==> config.mk <==
export PLATFORM = sky130hd
export DESIGN_NAME = link_connection_supervisor
export DESIGN_NICKNAME = d
export VERILOG_FILES = /design/src/rtl/core/lcs_pkg.sv /design/src/rtl/core/lcs_front.sv /design/src/rtl/core/lcs_back.sv /design/src/rtl/core/link_connection_supervisor.sv
export SDC_FILE = /design/constraint.sdc
export NUM_CORES = 1
export LEC_CHECK = 0
export BUFFER_PORTS_ARGS = -buffer_cell sky130_fd_sc_hd__buf_2
export CAP_MARGIN = 20
export CELL_PAD_IN_SITES_DETAIL_PLACEMENT = 1
export CELL_PAD_IN_SITES_GLOBAL_PLACEMENT = 1
export CORE_MARGIN = 4
export CORE_UTILIZATION = 51
export CTS_CLUSTER_SIZE = 8
export DETAILED_ROUTE_END_ITERATION = 6
export PLACE_DENSITY_LB_ADDON = 0.3
export SLEW_MARGIN = 20
export SYNTH_ARGS = -nofsm -noshare
export SYNTH_HDL_FRONTEND = slang
export SYNTH_SLANG_ARGS = --single-unit
==> constraint.sdc <==
create_clock -name clock -period 19.5 [get_ports clock]
set_input_delay 3.9 -clock clock [delete_from_list [all_inputs] [get_ports clock]]
set_output_delay 3.9 -clock clock [all_outputs]
set_load 0.005 [all_outputs]
==> src/rtl/core/lcs_pkg.sv <==
// Shared types, codes and constants of the link connection supervisor.
`timescale 1ns / 1ps
package lcs_pkg;

   // link phases
   localparam logic [2:0] PH_SCAN         = 3'd0;
   localparam logic [2:0] PH_CONNECTING   = 3'd1;
   localparam logic [2:0] PH_DISCOVER     = 3'd2;
   localparam logic [2:0] PH_SUBSCRIBE    = 3'd3;
   localparam logic [2:0] PH_CONNECTED    = 3'd4;
   localparam logic [2:0] PH_DISCONNECTED = 3'd5;

   // event codes
   localparam logic [2:0] OP_TICK       = 3'd0;
   localparam logic [2:0] OP_SEEN       = 3'd1;
   localparam logic [2:0] OP_LINK_UP    = 3'd2;
   localparam logic [2:0] OP_REJECTED   = 3'd3;
   localparam logic [2:0] OP_DISCOVERED = 3'd4;
   localparam logic [2:0] OP_SUBSCRIBED = 3'd5;
   localparam logic [2:0] OP_LINK_DOWN  = 3'd6;
   localparam logic [2:0] OP_NOTIFY     = 3'd7;

   // register indexes
   localparam logic [2:0] REG_TARGET_ADDRESS   = 3'd0;
   localparam logic [2:0] REG_MAX_ATTEMPTS     = 3'd1;
   localparam logic [2:0] REG_RETRY_DELAY      = 3'd2;
   localparam logic [2:0] REG_HR_TIMEOUT       = 3'd3;
   localparam logic [2:0] REG_CONNECT_TIMEOUT  = 3'd4;
   localparam logic [2:0] REG_DISCOVER_TIMEOUT = 3'd5;
   localparam logic [2:0] REG_SUBSCRIBE_TIMEOUT = 3'd6;
   localparam logic [2:0] REG_IDLE_TIMEOUT     = 3'd7;

   localparam int CSR_INDEX_W = 3;
   localparam int CSR_DATA_W  = 48;

   // register reset values
   localparam logic [47:0] RST_TARGET_ADDRESS    = 48'd0;
   localparam logic [7:0]  RST_MAX_ATTEMPTS      = 8'd3;
   localparam logic [15:0] RST_RETRY_DELAY       = 16'd2000;
   localparam logic [15:0] RST_HR_TIMEOUT        = 16'd10000;
   localparam logic [15:0] RST_CONNECT_TIMEOUT   = 16'd10000;
   localparam logic [15:0] RST_DISCOVER_TIMEOUT  = 16'd5000;
   localparam logic [15:0] RST_SUBSCRIBE_TIMEOUT = 16'd3000;
   localparam logic [15:0] RST_IDLE_TIMEOUT      = 16'd8000;

   localparam logic [31:0] RESCAN_HOLDOFF_MS = 32'd1000;
   localparam logic [7:0]  ATTEMPT_LIMIT     = 8'd255;
   localparam logic [15:0] RATE_BLANK        = 16'd255;
   localparam int          FLAG_WIDE_BIT     = 0;

   localparam int CMD_DEPTH_DEFAULT = 2;
   localparam int RSP_DEPTH_DEFAULT = 2;

   typedef struct packed {
      logic [2:0]  operation;
      logic [31:0] now_ms;
      logic        scan_active;
      logic [47:0] device_address;
      logic        step_ok;
      logic [7:0]  payload_len;
      logic [7:0]  hr_flags;
      logic [7:0]  hr_low;
      logic [7:0]  hr_high;
   } req_type;

   typedef struct packed {
      logic [2:0]  link_state;
      logic [15:0] heart_rate;
      logic [7:0]  attempt_count;
      logic        restart_scan;
      logic        stop_scan;
      logic        open_link;
      logic        release_link;
      logic        discover_request;
      logic        subscribe_request;
   } rsp_type;

   typedef struct packed {
      logic [47:0] target_address;
      logic [7:0]  max_attempts;
      logic [15:0] retry_delay_ms;
      logic [15:0] hr_timeout_ms;
      logic [15:0] connect_timeout_ms;
      logic [15:0] discover_timeout_ms;
      logic [15:0] subscribe_timeout_ms;
      logic [15:0] idle_timeout_ms;
   } cfg_type;

   // classified event, as queued between front and back
   typedef struct packed {
      logic [2:0]  operation;
      logic [31:0] now_ms;
      logic        scan_active;
      logic        addr_match;
      logic        step_ok;
      logic        sample_update;
      logic        rate_load;
      logic [15:0] rate_next;
   } cmd_type;

   // queue handshake between front and back
   typedef struct packed {
      logic    empty;
      cmd_type item;
   } cmd_link_type;

endpackage

==> src/rtl/core/lcs_front.sv <==
// Front end: accepts event words, classifies them and queues them for the back end.
`timescale 1ns / 1ps
module lcs_front #(
   parameter int CMD_DEPTH = lcs_pkg::CMD_DEPTH_DEFAULT
) (
   input  logic                  clock,
   input  logic                  reset,
   input  logic                  req_push,
   output logic                  req_full,
   input  lcs_pkg::req_type      req_item,
   input  lcs_pkg::cfg_type      cfg,
   output lcs_pkg::cmd_link_type cmd_link,
   input  logic                  cmd_take
);
   import lcs_pkg::*;

   localparam int PTR_W = (CMD_DEPTH > 1) ? $clog2(CMD_DEPTH) : 1;
   localparam int CNT_W = $clog2(CMD_DEPTH + 1);

   cmd_type    queue_ff [CMD_DEPTH];
   logic [PTR_W-1:0] wr_ptr_ff, wr_ptr_in, rd_ptr_ff, rd_ptr_in;
   logic [CNT_W-1:0] count_ff, count_in;
   cmd_type    classified;
   logic       do_push, do_pop;

   // state-independent part of the event: address match and notify parsing
   always_comb begin
      classified.operation     = req_item.operation;
      classified.now_ms        = req_item.now_ms;
      classified.scan_active   = req_item.scan_active;
      classified.step_ok       = req_item.step_ok;
      classified.addr_match    = (req_item.device_address == cfg.target_address);
      classified.sample_update = (req_item.operation == OP_NOTIFY) &&
                                 (req_item.payload_len != 8'd0);
      if (req_item.hr_flags[FLAG_WIDE_BIT]) begin
         classified.rate_load = classified.sample_update && (req_item.payload_len >= 8'd3);
         classified.rate_next = {req_item.hr_high, req_item.hr_low};
      end else begin
         classified.rate_load = classified.sample_update && (req_item.payload_len >= 8'd2);
         classified.rate_next = {8'd0, req_item.hr_low};
      end
   end

   assign req_full = (count_ff == CNT_W'(CMD_DEPTH));
   assign do_push  = req_push && !req_full;
   assign do_pop   = cmd_take && (count_ff != '0);

   always_comb begin
      wr_ptr_in = wr_ptr_ff;
      rd_ptr_in = rd_ptr_ff;
      count_in  = count_ff;
      if (do_push) begin
         wr_ptr_in = (wr_ptr_ff == PTR_W'(CMD_DEPTH - 1)) ? '0 : wr_ptr_ff + 1'b1;
      end
      if (do_pop) begin
         rd_ptr_in = (rd_ptr_ff == PTR_W'(CMD_DEPTH - 1)) ? '0 : rd_ptr_ff + 1'b1;
      end
      if (do_push && !do_pop) begin
         count_in = count_ff + 1'b1;
      end else if (do_pop && !do_push) begin
         count_in = count_ff - 1'b1;
      end
   end

   always_ff @(posedge clock) begin
      if (reset) begin
         wr_ptr_ff <= '0;
         rd_ptr_ff <= '0;
         count_ff  <= '0;
      end else begin
         wr_ptr_ff <= wr_ptr_in;
         rd_ptr_ff <= rd_ptr_in;
         count_ff  <= count_in;
      end
   end

   always_ff @(posedge clock) begin
      if (do_push) begin
         queue_ff[wr_ptr_ff] <= classified;
      end
   end

   assign cmd_link.empty = (count_ff == '0);
   assign cmd_link.item  = queue_ff[rd_ptr_ff];

endmodule

==> src/rtl/core/lcs_back.sv <==
// Back end: link phase machine, timers and attempt counter, with the result queue.
`timescale 1ns / 1ps
module lcs_back #(
   parameter int RSP_DEPTH = lcs_pkg::RSP_DEPTH_DEFAULT
) (
   input  logic                  clock,
   input  logic                  reset,
   input  lcs_pkg::cfg_type      cfg,
   input  lcs_pkg::cmd_link_type cmd_link,
   output logic                  cmd_take,
   output logic                  rsp_empty,
   input  logic                  rsp_pop,
   output lcs_pkg::rsp_type      rsp_item
);
   import lcs_pkg::*;

   localparam int PTR_W = (RSP_DEPTH > 1) ? $clog2(RSP_DEPTH) : 1;
   localparam int CNT_W = $clog2(RSP_DEPTH + 1);

   logic [2:0]  phase_ff, phase_in;
   logic [31:0] entered_ff, entered_in;
   logic [31:0] last_attempt_ff, last_attempt_in;
   logic [31:0] last_sample_ff, last_sample_in;
   logic [7:0]  attempts_ff, attempts_in;
   logic        known_ff, known_in;
   logic        wanted_ff, wanted_in;
   logic [15:0] rate_ff, rate_in;

   rsp_type          rsp_queue_ff [RSP_DEPTH];
   logic [PTR_W-1:0] wr_ptr_ff, wr_ptr_in, rd_ptr_ff, rd_ptr_in;
   logic [CNT_W-1:0] count_ff, count_in;

   cmd_type     cmd;
   rsp_type     result;
   logic        fire, do_pop, do_fail;
   logic [31:0] since_sample, since_entry, since_attempt;
   logic [15:0] phase_limit;

   assign cmd           = cmd_link.item;
   assign since_sample  = cmd.now_ms - last_sample_ff;
   assign since_entry   = cmd.now_ms - entered_ff;
   assign since_attempt = cmd.now_ms - last_attempt_ff;

   always_comb begin
      priority case (phase_ff)
         PH_CONNECTING: phase_limit = cfg.connect_timeout_ms;
         PH_DISCOVER:   phase_limit = cfg.discover_timeout_ms;
         PH_SUBSCRIBE:  phase_limit = cfg.subscribe_timeout_ms;
         default:       phase_limit = cfg.idle_timeout_ms;
      endcase
   end

   // an event can end in a failure at most once; it is applied last
   always_comb begin
      phase_in        = phase_ff;
      entered_in      = entered_ff;
      last_attempt_in = last_attempt_ff;
      last_sample_in  = last_sample_ff;
      attempts_in     = attempts_ff;
      known_in        = known_ff;
      wanted_in       = wanted_ff;
      rate_in         = rate_ff;
      do_fail         = 1'b0;
      result          = '0;

      unique case (cmd.operation)
         OP_TICK: begin
            if (phase_ff == PH_CONNECTED) begin
               if (since_sample > {16'd0, cfg.hr_timeout_ms}) begin
                  do_fail = 1'b1;
               end
            end else if (phase_ff == PH_SCAN) begin
               if (!cmd.scan_active) begin
                  result.restart_scan = 1'b1;
               end
               if (wanted_ff && known_ff && (since_attempt >= {16'd0, cfg.retry_delay_ms})) begin
                  last_attempt_in = cmd.now_ms;
                  attempts_in = (attempts_ff != ATTEMPT_LIMIT) ? attempts_ff + 1'b1 : attempts_ff;
                  if (attempts_in > cfg.max_attempts) begin
                     do_fail = 1'b1;
                  end else begin
                     phase_in         = PH_CONNECTING;
                     result.open_link = 1'b1;
                  end
               end
            end else begin
               if (since_entry > {16'd0, phase_limit}) begin
                  do_fail = 1'b1;
               end else if (phase_ff == PH_DISCONNECTED && known_ff &&
                            since_attempt >= RESCAN_HOLDOFF_MS) begin
                  phase_in            = PH_SCAN;
                  result.restart_scan = 1'b1;
                  wanted_in           = 1'b1;
               end
            end
         end
         OP_SEEN: begin
            if (cmd.addr_match) begin
               result.stop_scan = 1'b1;
               known_in         = 1'b1;
               wanted_in        = 1'b1;
            end
         end
         OP_LINK_UP: begin
            if (phase_ff == PH_CONNECTING) begin
               phase_in                = PH_DISCOVER;
               result.discover_request = 1'b1;
            end
         end
         OP_REJECTED: begin
            if (phase_ff == PH_CONNECTING) begin
               do_fail = 1'b1;
            end
         end
         OP_DISCOVERED: begin
            if (phase_ff == PH_DISCOVER) begin
               if (cmd.step_ok) begin
                  phase_in                 = PH_SUBSCRIBE;
                  result.subscribe_request = 1'b1;
               end else begin
                  do_fail = 1'b1;
               end
            end
         end
         OP_SUBSCRIBED: begin
            if (phase_ff == PH_SUBSCRIBE) begin
               if (cmd.step_ok) begin
                  attempts_in    = '0;
                  last_sample_in = cmd.now_ms;
                  phase_in       = PH_CONNECTED;
               end else begin
                  do_fail = 1'b1;
               end
            end
         end
         OP_LINK_DOWN: begin
            attempts_in         = '0;
            result.release_link = 1'b1;
            phase_in            = PH_DISCONNECTED;
            last_attempt_in     = cmd.now_ms;
            if (known_ff) begin
               wanted_in = 1'b1;
            end
         end
         OP_NOTIFY: begin
            if (cmd.rate_load) begin
               rate_in = cmd.rate_next;
            end
            if (cmd.sample_update) begin
               last_sample_in = cmd.now_ms;
            end
         end
      endcase

      if (do_fail) begin
         result.release_link = 1'b1;
         wanted_in           = 1'b0;
         if (attempts_in >= cfg.max_attempts) begin
            // out of attempts: forget the target and rescan
            attempts_in         = '0;
            known_in            = 1'b0;
            phase_in            = PH_SCAN;
            result.restart_scan = 1'b1;
         end else begin
            phase_in        = PH_DISCONNECTED;
            last_attempt_in = cmd.now_ms;
         end
      end

      if (phase_in != phase_ff) begin
         entered_in = cmd.now_ms;
      end

      result.link_state    = phase_in;
      result.heart_rate    = (rate_in == RATE_BLANK) ? 16'd0 : rate_in;
      result.attempt_count = attempts_in;
   end

   assign do_pop   = rsp_pop && (count_ff != '0);
   assign fire     = !cmd_link.empty && ((count_ff != CNT_W'(RSP_DEPTH)) || do_pop);
   assign cmd_take = fire;

   always_comb begin
      wr_ptr_in = wr_ptr_ff;
      rd_ptr_in = rd_ptr_ff;
      count_in  = count_ff;
      if (fire) begin
         wr_ptr_in = (wr_ptr_ff == PTR_W'(RSP_DEPTH - 1)) ? '0 : wr_ptr_ff + 1'b1;
      end
      if (do_pop) begin
         rd_ptr_in = (rd_ptr_ff == PTR_W'(RSP_DEPTH - 1)) ? '0 : rd_ptr_ff + 1'b1;
      end
      if (fire && !do_pop) begin
         count_in = count_ff + 1'b1;
      end else if (do_pop && !fire) begin
         count_in = count_ff - 1'b1;
      end
   end

   always_ff @(posedge clock) begin
      if (reset) begin
         phase_ff        <= PH_SCAN;
         entered_ff      <= '0;
         last_attempt_ff <= '0;
         last_sample_ff  <= '0;
         attempts_ff     <= '0;
         known_ff        <= 1'b0;
         wanted_ff       <= 1'b0;
         rate_ff         <= '0;
         wr_ptr_ff       <= '0;
         rd_ptr_ff       <= '0;
         count_ff        <= '0;
      end else begin
         if (fire) begin
            phase_ff        <= phase_in;
            entered_ff      <= entered_in;
            last_attempt_ff <= last_attempt_in;
            last_sample_ff  <= last_sample_in;
            attempts_ff     <= attempts_in;
            known_ff        <= known_in;
            wanted_ff       <= wanted_in;
            rate_ff         <= rate_in;
         end
         wr_ptr_ff <= wr_ptr_in;
         rd_ptr_ff <= rd_ptr_in;
         count_ff  <= count_in;
      end
   end

   always_ff @(posedge clock) begin
      if (fire) begin
         rsp_queue_ff[wr_ptr_ff] <= result;
      end
   end

   assign rsp_empty = (count_ff == '0);
   assign rsp_item  = rsp_queue_ff[rd_ptr_ff];

   a_no_overflow: assert property (@(posedge clock) disable iff (reset)
      fire |-> (count_ff != CNT_W'(RSP_DEPTH)) || do_pop)
      else $error("result queue written while full");

   a_open_in_connecting: assert property (@(posedge clock) disable iff (reset)
      fire && result.open_link |=> phase_ff == PH_CONNECTING)
      else $error("open issued without entering connecting");

   a_drop_rescans: assert property (@(posedge clock) disable iff (reset)
      fire && do_fail && result.link_state == PH_SCAN |-> result.restart_scan && !known_in)
      else $error("target drop without rescan");

   a_fail_releases: assert property (@(posedge clock) disable iff (reset)
      fire && do_fail |=> !wanted_ff)
      else $error("failure left a connect pending");

endmodule

==> src/rtl/core/link_connection_supervisor.sv <==
// Top level of the link connection supervisor: register file and front/back hookup.
//
// Usage: events enter on the req_ queue port (req_push, req_full, req_item), one word
// per event with its millisecond stamp. Every event yields exactly one result word on
// the rsp_ queue port (rsp_empty, rsp_pop, rsp_item): the link phase after the event,
// the stored heart rate, the attempt count and the radio command flags it issued.
// Registers are written through csr_we / csr_index / csr_wdata, one per cycle, with
// effect from the next cycle; write them only while no events are in flight.
// A pushed word is classified and registered in the command queue; the phase machine then
// runs it when the result queue has room or is being popped, and registers its result word
// in the result queue, from which it shows on rsp_item and can be popped.
// Throughput: one event per cycle while the receiver keeps popping, set by the back end's phase update.
// When the receiver stops popping, the result queue fills, the back end stops taking
// commands, the command queue fills and req_full rises; nothing is dropped.
// Reset (synchronous, active high) empties both queues, restores register defaults
// and returns the link to scanning with all timers and counters cleared.
`timescale 1ns / 1ps
module link_connection_supervisor #(
   parameter int CMD_DEPTH = lcs_pkg::CMD_DEPTH_DEFAULT,
   parameter int RSP_DEPTH = lcs_pkg::RSP_DEPTH_DEFAULT
) (
   input  logic                            clock,
   input  logic                            reset,
   input  logic                            req_push,
   output logic                            req_full,
   input  lcs_pkg::req_type                req_item,
   output logic                            rsp_empty,
   input  logic                            rsp_pop,
   output lcs_pkg::rsp_type                rsp_item,
   input  logic                            csr_we,
   input  logic [lcs_pkg::CSR_INDEX_W-1:0] csr_index,
   input  logic [lcs_pkg::CSR_DATA_W-1:0]  csr_wdata
);
   import lcs_pkg::*;

   cfg_type      cfg_ff, cfg_in;
   cmd_link_type cmd_link;
   logic         cmd_take;

   always_comb begin
      cfg_in = cfg_ff;
      if (csr_we) begin
         unique case (csr_index)
            REG_TARGET_ADDRESS:    cfg_in.target_address       = csr_wdata[47:0];
            REG_MAX_ATTEMPTS:      cfg_in.max_attempts         = csr_wdata[7:0];
            REG_RETRY_DELAY:       cfg_in.retry_delay_ms       = csr_wdata[15:0];
            REG_HR_TIMEOUT:        cfg_in.hr_timeout_ms        = csr_wdata[15:0];
            REG_CONNECT_TIMEOUT:   cfg_in.connect_timeout_ms   = csr_wdata[15:0];
            REG_DISCOVER_TIMEOUT:  cfg_in.discover_timeout_ms  = csr_wdata[15:0];
            REG_SUBSCRIBE_TIMEOUT: cfg_in.subscribe_timeout_ms = csr_wdata[15:0];
            REG_IDLE_TIMEOUT:      cfg_in.idle_timeout_ms      = csr_wdata[15:0];
         endcase
      end
   end

   always_ff @(posedge clock) begin
      if (reset) begin
         cfg_ff.target_address       <= RST_TARGET_ADDRESS;
         cfg_ff.max_attempts         <= RST_MAX_ATTEMPTS;
         cfg_ff.retry_delay_ms       <= RST_RETRY_DELAY;
         cfg_ff.hr_timeout_ms        <= RST_HR_TIMEOUT;
         cfg_ff.connect_timeout_ms   <= RST_CONNECT_TIMEOUT;
         cfg_ff.discover_timeout_ms  <= RST_DISCOVER_TIMEOUT;
         cfg_ff.subscribe_timeout_ms <= RST_SUBSCRIBE_TIMEOUT;
         cfg_ff.idle_timeout_ms      <= RST_IDLE_TIMEOUT;
      end else begin
         cfg_ff <= cfg_in;
      end
   end

   lcs_front #(
      .CMD_DEPTH (CMD_DEPTH)
   ) u_front (
      .clock    (clock),
      .reset    (reset),
      .req_push (req_push),
      .req_full (req_full),
      .req_item (req_item),
      .cfg      (cfg_ff),
      .cmd_link (cmd_link),
      .cmd_take (cmd_take)
   );

   lcs_back #(
      .RSP_DEPTH (RSP_DEPTH)
   ) u_back (
      .clock     (clock),
      .reset     (reset),
      .cfg       (cfg_ff),
      .cmd_link  (cmd_link),
      .cmd_take  (cmd_take),
      .rsp_empty (rsp_empty),
      .rsp_pop   (rsp_pop),
      .rsp_item  (rsp_item)
   );

endmodule

# Word-level counts from Yosys, hierarchy flattened

Memory sizes are Yosys's and may differ from the RTL's. A register that Yosys moved wholly into a read port is not among the register bits.
Cells that the tools add are included.

ROM bits: 0
Register bits: 285
Logic and storage cells: 222
RAM bits: 178
Memories: 2
Bits in latches: 0

Memories:

| name                | depth | width | rd ports | clocked after Yosys merged registers in | write ports | line            | text |
|---|---|---|---|---|---|---|---|
| u_front.queue_ff    | 2     | 56    | 1        | 1                                       | 1           | lcs_front.sv:20 | `cmd_type queue_ff [CMD_DEPTH];` |
| u_back.rsp_queue_ff | 2     | 33    | 1        | 1                                       | 1           | lcs_back.sv:29  | `rsp_type rsp_queue_ff [RSP_DEPTH];` |

Eq/ne operators: 35
Mux-type cells: 98
Multipliers: 0
Shift-type cells: 0
Divide/modulo/power cells: 0
Reduce and logical (&&, ||, !) cells: 45
Bitwise gates (word level): 0
$add $sub $neg: 12
$lt $le $gt $ge: 8

Operator list:

| cell                                                                                   | count |
|---|---|
| 32-bit 2-to-1 mux                                                                      | 8 |
| 32-bit case mux with 2 select lines                                                    | 2 |
| 32-bit subtractor                                                                      | 3 |
| 32-bit by 16-bit greater-than comparator with 1-bit output                             | 2 |
| 8-bit 2-to-1 mux                                                                       | 8 |
| 1-bit 2-to-1 mux                                                                       | 54 |
| 48-bit == test                                                                         | 1 |
| 16-bit 2-to-1 mux                                                                      | 3 |
| 16-bit case mux with 3 select lines                                                    | 1 |
| 3-bit 2-to-1 mux                                                                       | 13 |
| 3-bit == test (second input constant)                                                  | 11 |
| 32-bit by 10-bit greater-or-equal comparator with 1-bit output (second input constant) | 1 |
| 32-bit by 16-bit greater-or-equal comparator with 1-bit output                         | 1 |
| 8-bit case mux with 3 select lines                                                     | 1 |
| 3-bit by 2-bit == test with 1-bit output (second input constant)                       | 6 |
| 2-bit AND reduction                                                                    | 9 |
| 17-bit 2-to-1 mux                                                                      | 1 |
| 16-bit by 8-bit == test with 1-bit output (second input constant)                      | 1 |
| 8-bit by 2-bit greater-or-equal comparator with 1-bit output (second input constant)   | 2 |
| 1-bit logical AND                                                                      | 15 |
| 3-bit case mux with 5 select lines                                                     | 1 |
| 2-bit nonzero test                                                                     | 5 |
| 3-bit by 1-bit == test with 1-bit output (second input constant)                       | 3 |
| 3-bit zero test                                                                        | 3 |
| other kinds (23)                                                                       | 43 |

# Depth between registers and ports, before layout

Gate-level depths: netlist (run 1).

Depth in word-level cells: 12
Mapped depth: 41

# Hierarchy

A second synthesis (run 1) with hierarchy kept.

Cell total of the unflattened synthesis: 3081
Area, all modules: 28640.0 um^2

Modules (own cells, without submodules):

| module                     | area an instance (um^2) | cells each | sequential area each (um^2) | times used |
|---|---|---|---|---|
| lcs_back                   | 17638.2                 | 2231       | 4584.4                      | 1 |
| link_connection_supervisor | 6138.4                  | 571        | 3042.9                      | 1 |
| lcs_front                  | 4863.4                  | 279        | 3463.3                      | 1 |

# Worst setup path after synthesis (run 1)

Ideal clock, no wire load.

Path kind: reg2reg
Start: register (tool-made name)
End: register u_back.entered_ff[10]
Setup slack: 10.598 ns
Required time: 19.354 ns
Clock period less this slack: 8.902 ns
Setup time: 0.146 ns
Path buffers: 5
Cell stages (with the launch flop): 42
Arrival time: 8.756 ns
Cell sequence: dfxtp_1 > clkbuf_1 > clkbuf_1 > buf_1 > buf_1 > mux2i_1 > ha_1 > inv_1 > fa_1 > a211oi_1 > o31ai_2 > o21ai_0 > o21a_1 > xnor2_1 > ha_1 > a21oi_1 > nor2b_1 > o21ai_0 > [... 6 more ...] > o21bai_1 > a21oi_1 > ha_1 > nand2b_1 > a21o_1 > a21o_1 > a21o_1 > a21oi_1 > nor2b_1 > o21ai_0 > nand2b_1 > a21o_1 > o221ai_1 > o311ai_2 > a211oi_4 > a21o_4 > buf_6 > a211oi_2

RTL lines:

| what                 | line            | text |
|---|---|---|
| to (signal assigned) | lcs_back.sv:216 | `entered_ff <= entered_in;` |
| to (decl)            | lcs_back.sv:21  | `logic [31:0] entered_ff, entered_in;` |

==> results of run 1 <==
-- metal layers --
layer	share of wire (%)	wire [um]	vias to the layer above
met5	0.046	43	-
met4	3.0	2780	6
met3	6.0	5620	203
met2	50	46900	810
met1	41	38500	12100
li1	-	-	11200
-- path summary, 6_finish.rpt --
kind	from	to	slack, ns	cells past startpoint
max	flip-flop	u_back.entered_ff[11]$_SDFFE_PP0P_	9.25	36
min reg2reg	cfg_ff[81]$_SDFFE_PP0P_	cfg_ff[81]$_SDFFE_PP0P_	0.46	2
max reg2reg	flip-flop	u_back.entered_ff[11]$_SDFFE_PP0P_	9.25	36
min	cfg_ff[81]$_SDFFE_PP0P_	cfg_ff[81]$_SDFFE_PP0P_	0.46	2
-- synth_stat cells, drive strengths merged, types with 43 or more instances --
cell    count
a211oi    148
a21o       47
a21oi     313
clkbuf    135
dfxtp     287
edfxtp    178
ha        161
inv       197
mux2i      78
nand2     446
nand3      55
nand4      43
nor2      253
o21ai      97
xor2       80
-- critical path, delay by kind of cell, from the launching register on --
family                   cells  cell delay (ns)
AO/OA/AOI/OAI               21             4.92
AND/OR/NAND/NOR              7             1.48
buffers and inverters        3             1.39
adder cells (fa/ha/maj)      3             1.07
multiplexers                 1             0.48
flip-flops                   1             0.44
XOR/XNOR                     1             0.22
-- cell families after synthesis --
group	count (synthesis)
flip-flops	465
AND/OR/NAND/NOR	1030
buffers and inverters	365
multiplexers	115
adder cells (fa/ha/maj)	164
XOR/XNOR	120
AO/OA/AOI/OAI	812
-- power groups by stage --
| stage | combinational (mW) | clock [mW] | sequential [mW] |
|---|---|---|---|
| floorplan | 1.93 | 0 | 1.24 |
| global route | 3.01 | 1.17 | 1.27 |
| finish | 2.76 | 1.12 | 1.26 |
| detailed placement | 2.66 | 0 | 1.27 |
| CTS | 2.72 | 1.13 | 1.26 |
| global placement | 2.54 | 0 | 1.25 |
-- placed cells by master, fill, tap and decap left out, drive strengths merged, types with 10 or more instances in the layout --
| cell type | instances |
|---|---|
| a21oi | 313 |
| nand2b | 19 |
| buf | 223 |
| nor4 | 33 |
| a211o | 13 |
| and2 | 18 |
| o21bai | 16 |
| a211oi | 148 |
| xnor2 | 40 |
| o21ai | 97 |
| nor3 | 40 |
| o211ai | 19 |
| and3 | 15 |
| ha | 161 |
| mux2i | 78 |
| nor2b | 19 |
| nand3 | 55 |
| xor2 | 80 |
| edfxtp | 178 |
| inv | 199 |
| a21o | 47 |
| mux2 | 37 |
| nor2 | 253 |
| clkbuf | 104 |
| and4 | 13 |
| nand3b | 40 |
| a31oi | 18 |
| nand2 | 446 |
| nand4 | 43 |
| o21a | 21 |
| o22ai | 21 |
| or3 | 10 |
| dfxtp | 287 |
-- registers in the layout (all words and copies together), names as in the netlist, 3 cells and up, named ones only --
register and flops:
u_back.attempts_ff 8, u_front.queue_ff 112, u_back.rate_ff 16, u_back.rsp_queue_ff 66, u_back.last_attempt_ff 32, u_back.last_sample_ff 32, cfg_ff 152, u_back.entered_ff 32
u_back.phase_ff 3
-- area by class of cell --
cell class / count / share of cell area (%)
clock buffer: 104 / 6.14
tap: 688 / 2.83
multi-input combinational: 2241 / 47.9
timing repair buffer: 223 / 3.89
inverter: 197 / 2.43
antenna: 8 / 0.0658
sequential: 465 / 36.4
clock inverter: 6 / 0.353
-- metrics by stage --
step           utilization (%)  hold WS (ns)  instances  worst slack (ns)  power [mW]
4_1_cts                   57.9         0.457       3924              9.38        5.11
3_3_place_gp              54.1         0.441       3814              9.91        3.79
2_1_floorplan                -         0.436       3071             10.60        3.17
3_5_place_dp              54.1         0.450       3814              9.51        3.93
5_1_grt                   57.9         0.477       3926              8.63        5.45
6_report                  57.9         0.456       3932              9.25        5.14
==> results by group, run 1 <==
Floorplanning
  – Die X: 238 um
  – Rows: 84
  – Die ar.: 0.0568 mm^2
  – Placeable core area: 0.0526 mm^2
  – Initial Util: 51.5%
  – Die Span Y: 238 um
  – # IOs: 208

Clock tree
  – Resized cells post-CTS: 0
  – # clock sinks: 465
  – Skew-Pair Late Insertion Delay: 0.62 ns
  – Clock tree from TritonCTS: built
  – Hold-fix buffers, CTS: 0
  – Clock slew at reported path FFs: 0.05 ns
  – Longest Clk Path Bufs: 3
  – Root Driver: clkbuf_16
  – H-Tree Depth: 3
  – Post-CTS Setup Bufs: 0
  – CTS Buf Count: 68

Synth
  – Synth Area in XOR/XNOR: 3.89%
  – Post-Synthesis Cell Area: 0.0270 mm^2
  – Distinct cells, synth: 95
  – Post-synthesis adder-cell area fraction: 7.67%
  – Mapped Avg Cell Area: 8.81 um^2
  – Simple-gate share of the synthesized area: 17.5%
  – EDFF count, synth: 178
  – Compound-Gate Fraction of Synth Area: 20.1%
  – Largest area contributor in the netlist: dfxtp_1
  – Synth top area share: 21.2%
  – Ranking of synthesized cells by area: dfxtp_1 (21%), edfxtp_1 (20%), ha_1 (7.4%), nand2_1 (6.2%), a21oi_1 (5.7%)
  – Yosys warning total: 0
  – Sequential area share after synthesis: 41.0%
  – Ys flop type: dfxtp_1
  – Cells after Synth: 3,071
  – Synth Net Count: 3,408
  – Multiplexer area fraction after synthesis: 4.43%
  – Largest family of logic cells by synthesized area: compound AO/OA/AOI/OAI gates
  – #FFs+latches synth: 465
  – Synth async-reset ratio: 0%

Power and ir drop
  – Switching pwr: 2.31 mW
  – Comb power frac: 53.7%
  – Pwr dens: 169 mW/mm^2
  – Cell Int Power: 2.83 mW
  – Maximum VDD drop: 0.145 mV
  – Clock share of power: 21.8%
  – Sw Ratio: 45.0%
  – Flop pwr share: 24.5%
  – Pleak: 11.5 nW

Worst setup path
  – CP Max Fanout: 52
  – Crit end category: flip-flop
  – Crit path largest cell delay: 0.73 ns
  – CP required: 19.94 ns
  – Worst path most repeated cell: a21o_1
  – Kind of critical path: reg -> reg
  – CP Launch Type: flip-flop
  – Worst Path Arrival: 10.69 ns
  – Critical path's slowest cell: buf_4

Placement
  – Placed instance area: 0.0284 mm^2
  – Input/output buffers: 200
  – DP HPWL: 64,400 um
  – GPL Wtd Cong: 0.934

Detailed routing
  – WL/cell: 23.9 um
  – Vias per cell: 6.20
  – Iteration-0 DRC Markers: 1,867
  – DRT Pass-1 Iters: 5
  – WL final: 93,900 um
  – Antenna Nets Post-Route: 0
  – Drt drc: 0
  – Vias: 24,400

Global route
  – First-pass GRT wire length: 147,000 um
  – Grt peak-use layer: met2
  – Vias in the first global route: 25,900
  – GRT met3 Usage: 5.71%
  – Antenna violations before repair: 10
  – Total GRT Usage: 32.3%
  – Largest net degree at the start of global routing: 165
  – Met2 usage: 56.4%
  – Met1 Usage GRT: 40.6%
  – Grt total ovfl: 0

Timing
  – Setup TNS: 0 ns
  – Max Fclk: 0.0976 GHz
  – Slew headroom: 27.4%
  – # setup viols final: 0
  – Worst setup skew after layout: 0.0285 ns
  – RSZ-0062 raised after global routing: false
  – Slew Viols, Final: 0
  – Final hold violation count: 0
  – Post-layout minimum cycle time: 10.25 ns
  – Worst-Margin Slew: 1.09 ns
  – Final Cycle Share: 52.6%

Layout
  – Syn-to-layout area delta: 12.6%
  – Fin area: 0.0304 mm^2
  – Nets: 3,533
  – Area occupied by multi-input gates: 0.0146 mm^2
  – Storage element area: 0.0111 mm^2
  – FILL cells: 6,088
  – Share of cells above drive strength 1: 12.9%

Job
  – Max-cap violations: 0

Hold path
  – Hold crit path type: reg -> reg

Run status
  – Outcome: complete, no violations
No activity file was read; power rests on OpenSTA's default activity.
==> run 2, diff against run 1 <==
CORE_UTILIZATION = 42   (was 51)
clock period = 8.4 ns   (was 19.5 ns; I/O delays follow)
==> run 2 against run 1 <==
Against the previous run: flip-flop and latch count is the same; maximum frequency increased by 29%; cell count up 5.4%; utilization down 8.7 points; global-route usage shrank 6.4 points; die area rose by 21%; register-to-register slack got worse by 8.8 ns; sequential power up 130%.
==> results by group, run 2 (same netlist as run 1, synthesis figures left out) <==
Run status
  – Outcome: complete, no violations

Power and ir drop
  – Total power: 12.1 mW (+140%)
  – Pwr dens: 388 mW/mm^2 (+130%)
  – Maximum VDD drop: 0.491 mV (+240%)
  – Sw Ratio: 44.1% (-0.90 points)
  – Pleak: 11.8 nW (+2.9%)
  – Flop pwr share: 23.9% (-0.6 points)
  – Clock share of power: 21.2% (-0.6 points)
  – Cell Int Power: 6.77 mW (+140%)
  – Switching pwr: 5.33 mW (+130%)
  – Comb power frac: 54.8% (+1.1 points)

Worst setup path
  – CP required: 8.83 ns (-11.11 ns)
  – CP Max Fanout: 29 (-44%)
  – Crit end category: flip-flop
  – Setup slack, reg-to-reg: 0.45 ns (-8.80 ns)
  – Kind of critical path: reg -> reg
  – Worst path most repeated cell: a21o_1
  – Crit path largest cell delay: 0.43 ns (-0.30 ns)
  – Worst Path Arrival: 8.38 ns (-2.31 ns)
  – Critical path's slowest cell: ha_1
  – CP Launch Type: flip-flop

Placement
  – Dpl ws: 0.134 ns (-9.37 ns)
  – Input/output buffers: 200 (unchanged)
  – GPL Wtd Cong: 0.952 (+1.9%)
  – DP HPWL: 66,700 um (+3.6%)

Global route
  – Grt peak-use layer: met2
  – Total GRT Usage: 25.9% (-6.4 points)
  – Grt total ovfl: 0 (unchanged)
  – GRT met3 Usage: 5.07% (-0.64 points)
  – First-pass GRT wire length: 141,000 um (-4.4%)
  – Largest net degree at the start of global routing: 122 (-26%)
  – Vias in the first global route: 25,700 (-0.81%)
  – Antenna violations before repair: 15 (+5)
  – Met1 Usage GRT: 31.9% (-8.7 points)
  – Met2 usage: 44.6% (-12 points)

Clock tree
  – Clock tree from TritonCTS: built
  – Root Driver: clkbuf_16
  – # clock sinks: 465 (unchanged)
  – H-Tree Depth: 3 (unchanged)
  – CTS Buf Count: 68 (unchanged)
  – Skew-Pair Late Insertion Delay: 0.60 ns (-0.02 ns)
  – Longest Clk Path Bufs: 3 (unchanged)
  – Clock slew at reported path FFs: 0.05 ns (about the same)

Timing
  – # setup viols final: 0 (unchanged)
  – Final hold violation count: 0 (unchanged)
  – Worst Hold Slack: 0.453 ns (-0.00313 ns)
  – Slew Viols, Final: 0 (unchanged)
  – RSZ-0062 raised after global routing: false
  – Worst-Margin Slew: 1.03 ns (-0.0555 ns)
  – Final Cycle Share: 94.7% (+42 points)
  – Final WS setup: 0.447 ns (-8.80 ns)
  – Setup TNS: 0 ns (unchanged)
  – Worst setup skew after layout: 0.0183 ns (-0.0102 ns)
  – Max Fclk: 0.126 GHz (+29%)
  – Slew headroom: 30.1% (+2.7 points)
  – Post-layout minimum cycle time: 7.95 ns (-2.30 ns)

Detailed routing
  – Drt drc: 0 (unchanged)
  – Iteration-0 DRC Markers: 1,400 (-25%)
  – WL/cell: 21.8 um (-8.8%)
  – Vias per cell: 5.79 (-6.7%)
  – WL final: 90,200 um (-3.9%)
  – Antenna Nets Post-Route: 0 (unchanged)
  – DRT Pass-1 Iters: 5 (unchanged)
  – Vias: 24,000 (-1.7%)

Layout
  – Nets: 3,595 (+1.8%)
  – Syn-to-layout area delta: 15.4%
  – Max reg flops: 152 (unchanged)
  – Most flop-heavy register: cfg_ff
  – Share of cells above drive strength 1: 15.0% (+2.1 points)
  – Largest regs: cfg_ff (152), u_front.queue_ff (112), u_back.rsp_queue_ff (66)
  – Commonest non-fill, non-tap cell in the layout: nand2_1
  – Most frequent cells in the layout: nand2_1 (446), a21oi_1 (308), dfxtp_1 (286), nor2_1 (245), buf_2 (199)

Floorplanning
  – Rows: 92 (+9.5%)
  – Die ar.: 0.0685 mm^2 (+21%)
  – Die Span Y: 262 um (+9.9%)
  – Placeable core area: 0.0634 mm^2 (+21%)
  – # IOs: 208 (unchanged)
  – Initial Util: 42.6% (-8.8 points)
  – Die X: 262 um (+9.9%)

Hold path
  – Hold crit path type: reg -> reg

Job
  – Max-cap violations: 0 (unchanged)
==> run 2: cell types whose count changed in the layout (fill, tap and decap cells not counted), sizes merged <==
cell,before,now
buf,223,285
clkbuf,104,98
clkinv,4,2
inv,199,200
==> run 2: per-layer routing <==
metal	up-vias	share of wire, %
met1	11800	42
met3	192	5.7
met5	-	0.11
met2	587	48
met4	14	3.9
li1	11400	-
==> run 2: cell type report <==
| class | instances | area (um^2) |
|---|---|---|
| clock inverters | 5 | 56.3 |
| flip-flops and latches | 465 | 11100 |
| diodes | 8 | 20.0 |
| clock buffers | 98 | 1890 |
| repair buffers | 285 | 1710 |
| multi-input cells | 2241 | 14600 |
| inverters | 197 | 739 |
| well taps | 846 | 1060 |
| fillers | 7348 | 32200 |
==> run 2: path summary, 6_finish.rpt <==
kind,startpoint,cells after the start,to
setup / recovery,flip-flop,38,u_back.entered_ff[23]$_SDFFE_PP0P_
hold / removal,cfg_ff[43]$_SDFFE_PP0P_,2,cfg_ff[43]$_SDFFE_PP0P_
setup reg to reg,flip-flop,38,u_back.entered_ff[23]$_SDFFE_PP0P_
hold reg to reg,cfg_ff[43]$_SDFFE_PP0P_,2,cfg_ff[43]$_SDFFE_PP0P_
==> run 2: critical path: cells and delay by family (launching register included) <==
family,cells,cell delay [ns]
AND/OR/NAND/NOR,6,0.77
XOR/XNOR,1,0.22
adder cells (fa/ha/maj),3,0.99
AO/OA/AOI/OAI,23,4.31
multiplexers,1,0.30
flip-flops,1,0.37
buffers and inverters,4,0.75
==> run 2: power by group through the flow <==
stage          clock (mW)  sequential, mW  combinational (mW)
6_report             2.57            2.90                6.63
5_1_grt              2.72            2.93                7.26
4_1_cts              2.63            2.91                6.51
3_5_place_dp            0            2.95                6.46
3_3_place_gp            0            2.92                6.20
2_1_floorplan           0            2.89                4.48
==> run 2: what timing repair did <==
item / CTS / global route
hold buffers: 0 / 0
gates resized for setup: 0 / 15
setup buffers: 0 / 3
setup endpoints to repair: 0 / 62
==> run 2: through the flow <==
stage               util, %  std cells  cell area, um^2
global route           49.2       4139            31200
CTS                    49.0       4134            31100
global placement       45.9       4031            29100
finish                 49.2       4145            31200
floorplan                 -       3071            27100
detailed placement     45.9       4031            29100
==> run 3, diff against run 2 <==
CORE_UTILIZATION = 43   (was 42)
SYNTH_HIERARCHICAL = 1   (was unset)
==> run 3 against run 2 <==
Against the previous run: cell count fell by 0.65%; critical endpoint is now u_back/entered_ff[16]$_SDFFE_PP0P_; clock skew rose by 0.026 ns; flip-flop and latch count did not move; combinational power fell by 12%; utilization fell by 0.073 points; largest power group unchanged; cell area rose by 3.7%; worst hold slack improved by 0.0036 ns; highest routed layer is now met4; total power fell by 6.8%.
==> results by group, run 3 <==
Global route
  – Total GRT Usage: 24.8% (-1.1 points)
  – First-pass GRT wire length: 141,000 um (+0.54%)
  – Antenna violations before repair: 3 (-12)
  – Grt total ovfl: 0 (unchanged)
  – Vias in the first global route: 25,600 (-0.14%)
  – Largest net degree at the start of global routing: 167 (+37%)

Synth
  – Synth Net Count: 3,417 (+0.26%)
  – Ranking of synthesized cells by area: dfxtp_1 (20%), edfxtp_1 (19%), mux2i_1 (7.5%), ha_1 (7.0%), nand2b_1 (5.4%)
  – Cells after Synth: 3,081 (+0.33%)
  – Post-synth top cells: dfxtp_1 (287), nand2b_1 (249), nor2_1 (231)
  – EDFF count, synth: 178 (unchanged)
  – Ys flop type: dfxtp_1
  – Distinct cells, synth: 95 (unchanged)
  – Post-Synthesis Cell Area: 0.0286 mm^2 (+5.9%)
  – Sequential area share after synthesis: 38.7% (-2.3 points)
  – Yosys warning total: 6 (+6)
  – Mapped Avg Cell Area: 9.30 um^2 (+5.5%)
  – Cell with the most instances after synthesis: dfxtp_1
  – #FFs+latches synth: 465 (unchanged)
  – Synth async-reset ratio: 0% (unchanged)
  – Largest area contributor in the netlist: dfxtp_1
  – Synth top area share: 20.1% (-1.2 points)

Floorplanning
  – Die Span Y: 266 um (+1.6%)
  – Die X: 266 um (+1.6%)
  – # IOs: 208 (unchanged)
  – Initial Util: 43.5% (+0.84 points)
  – Rows: 94 (+2.2%)
  – Placeable core area: 0.0659 mm^2 (+3.8%)
  – Die ar.: 0.0708 mm^2 (+3.3%)

Detailed routing
  – WL/cell: 21.9 um (+0.70%)
  – DRT Pass-1 Iters: 5 (unchanged)
  – WL final: 90,300 um (about the same)
  – Iteration-0 DRC Markers: 1,486 (+6.1%)
  – Antenna Nets Post-Route: 0 (unchanged)
  – Vias per cell: 5.86 (+1.3%)
  – Vias: 24,100 (+0.60%)
  – Drt drc: 0 (unchanged)

Power and ir drop
  – Pleak: 12.8 nW (+8.1%)
  – Pwr dens: 349 mW/mm^2 (-10%)
  – Flop pwr share: 25.1% (+1.2 points)
  – Clock share of power: 23.1% (+1.9 points)
  – Comb power frac: 51.7% (-3.1 points)
  – Sw Ratio: 43.8% (-0.30 points)
  – Maximum VDD drop: 0.211 mV (-57%)
  – Switching pwr: 4.94 mW (-7.4%)
  – Cell Int Power: 6.34 mW (-6.3%)

Layout
  – Max reg flops: 152 (unchanged)
  – Nets: 3,548 (-1.3%)
  – Most frequent cells in the layout: dfxtp_1 (285), nand2b_1 (249), nor2_1 (229), nand2_1 (227), mux2i_1 (215)
  – Syn-to-layout area delta: 13.0%
  – Share of cells above drive strength 1: 13.8% (-1.2 points)
  – Largest regs: cfg_ff (152), u_front/queue_ff (112), u_back/rsp_queue_ff (66)
  – Most flop-heavy register: cfg_ff
  – Fin area: 0.0324 mm^2 (+3.7%)
  – Commonest non-fill, non-tap cell in the layout: dfxtp_1

Timing
  – Worst-Margin Slew: 1.34 ns (+0.309 ns)
  – Setup TNS: 0 ns (unchanged)
  – Post-layout minimum cycle time: 7.99 ns (+0.0355 ns)
  – Final Cycle Share: 95.1% (+0.42 points)
  – Max Fclk: 0.125 GHz (-0.44%)
  – Worst setup skew after layout: 0.0446 ns (+0.0263 ns)
  – Final hold violation count: 0 (unchanged)
  – # setup viols final: 0 (unchanged)
  – Slew headroom: 9.65% (-20 points)
  – Slew Viols, Final: 0 (unchanged)

Placement
  – GPL Wtd Cong: 0.904 (-5.1%)
  – DP HPWL: 66,300 um (-0.57%)
  – Input/output buffers: 200 (unchanged)
  – Placed instance area: 0.0302 mm^2 (+3.8%)

Clock tree
  – Clock slew at reported path FFs: 0.05 ns (about the same)
  – # clock sinks: 465 (unchanged)
  – Root Driver: clkbuf_16
  – Longest Clk Path Bufs: 3 (unchanged)
  – H-Tree Depth: 3 (unchanged)
  – Clock tree from TritonCTS: built
  – CTS Buf Count: 68 (unchanged)
  – Skew-Pair Late Insertion Delay: 0.62 ns (+0.02 ns)

Run status
  – Outcome: complete, no violations

Worst setup path
  – CP Max Fanout: 32 (+10%)
  – Worst path most repeated cell: a21o_1
  – Kind of critical path: reg -> reg
  – R2R cell count: 32 (-16%)
  – Critical path's slowest cell: mux2_2
  – Worst Path Arrival: 8.43 ns (+0.05 ns)
  – CP Launch Type: flip-flop
  – Crit end category: flip-flop
  – CP required: 8.84 ns (about the same)
  – Crit path largest cell delay: 0.46 ns (+0.03 ns)

Hold path
  – Hold Crit Depth: 2 (unchanged)
  – Hold crit path type: reg -> reg

Job
  – Max-cap violations: 0 (unchanged)
[run 3: cell types whose count changed in the layout (fill, tap and decap cells not counted), moves of 17 or more]
cell and change:
nand2b_1 +230, buf_4 -53, a211oi_1 -88, nand3b_1 -37, nand2_1 -219, a21oi_1 -121, a22oi_1 +32, o311ai_0 +17
a221o_1 +20, inv_1 -27, a211oi_2 -33, mux2_2 +58, mux2i_1 +140
[run 3: path summary, 6_finish.rpt]
check / start / end / slack (ns)
hold / removal: u_back/last_sample_ff[19]$_SDFFE_PP0P_ / u_back/last_sample_ff[19]$_SDFFE_PP0P_ / 0.46
setup / recovery: flip-flop / u_back/entered_ff[16]$_SDFFE_PP0P_ / 0.41
setup reg to reg: flip-flop / u_back/entered_ff[16]$_SDFFE_PP0P_ / 0.41
hold reg to reg: u_back/last_sample_ff[19]$_SDFFE_PP0P_ / u_back/last_sample_ff[19]$_SDFFE_PP0P_ / 0.46
[run 3: routing by layer]
layer | routed length, um | global-route usage (%) | up-vias
met5 | 0 | 0 | -
met4 | 3060 | 9.05 | 0
met1 | 39600 | 32.0 | 12000
met2 | 43600 | 42.3 | 556
li1 | - | - | 11400
met3 | 4030 | 3.77 | 167
[run 3: area by class of cell]
class,instances,area [um^2]
Fill cell,7546,33500
Multi-Input combinational cell,2270,16100
Sequential cell,465,11100
Clock buffer,102,1850
Timing Repair Buffer,237,1380
Tap cell,864,1080
Inverter,170,638
Clock inverter,7,186
Antenna cell,3,7.51
[run 3: cell families (layout without fill, tap and decap cells)]
family / Yosys count / count (layout) / synth area share (%)
AO/OA/AOI/OAI: 642 / 642 / 15.4
XOR/XNOR: 115 / 115 / 3.52
adder cells (fa/ha/maj): 163 / 163 / 7.20
buffers and inverters: 346 / 516 / 5.23
flip-flops: 465 / 465 / 38.7
multiplexers: 310 / 310 / 11.2
other: 0 / 3 / 0
AND/OR/NAND/NOR: 1040 / 1040 / 18.7
[run 3: per-stage QoR]
| stage | util, % | cells | setup WS [ns] | hold slack, ns | power (mW) |
|---|---|---|---|---|---|
| floorplan | - | 3081 | 1.48 | 0.436 | 6.81 |
| global placement | 45.9 | 4002 | 0.514 | 0.442 | 8.32 |
| detailed placement | 45.9 | 4003 | 0.363 | 0.451 | 8.55 |
| CTS | 49.0 | 4112 | 0.299 | 0.459 | 11.3 |
| global route | 49.1 | 4118 | -0.0116 | 0.478 | 12.0 |
| finish | 49.1 | 4118 | 0.411 | 0.457 | 11.3 |
[run 3: power by group through the flow]
| stage | Combinational, mW | Sequential, mW | Clock [mW] |
|---|---|---|---|
| 3_5_place_dp | 5.67 | 2.88 | 0 |
| 3_3_place_gp | 5.47 | 2.85 | 0 |
| 2_1_floorplan | 3.97 | 2.83 | 0 |
| 4_1_cts | 5.74 | 2.84 | 2.68 |
| 6_report | 5.83 | 2.84 | 2.61 |
| 5_1_grt | 6.35 | 2.86 | 2.79 |
[run 3: timing repair]
| item | 4_1_cts | 5_1_grt |
|---|---|---|
| hold buffers | 0 | 0 |
| gates resized for setup | 0 | 7 |
| endpoints found under the setup margin | 0 | 32 |
| hold endpoints to repair | 0 | 0 |
| buffers inserted | 0 | 0 |
[run 3: critical path: cells and delay by family, from the launching register on]
kind	cells	cell delay, ns
flops	1	0.41
fa+ha+maj	3	1.00
compound gates	17	3.91
xor+xnor	1	0.33
buf+inv	4	0.79
simple gates	6	0.86
mux	1	0.46
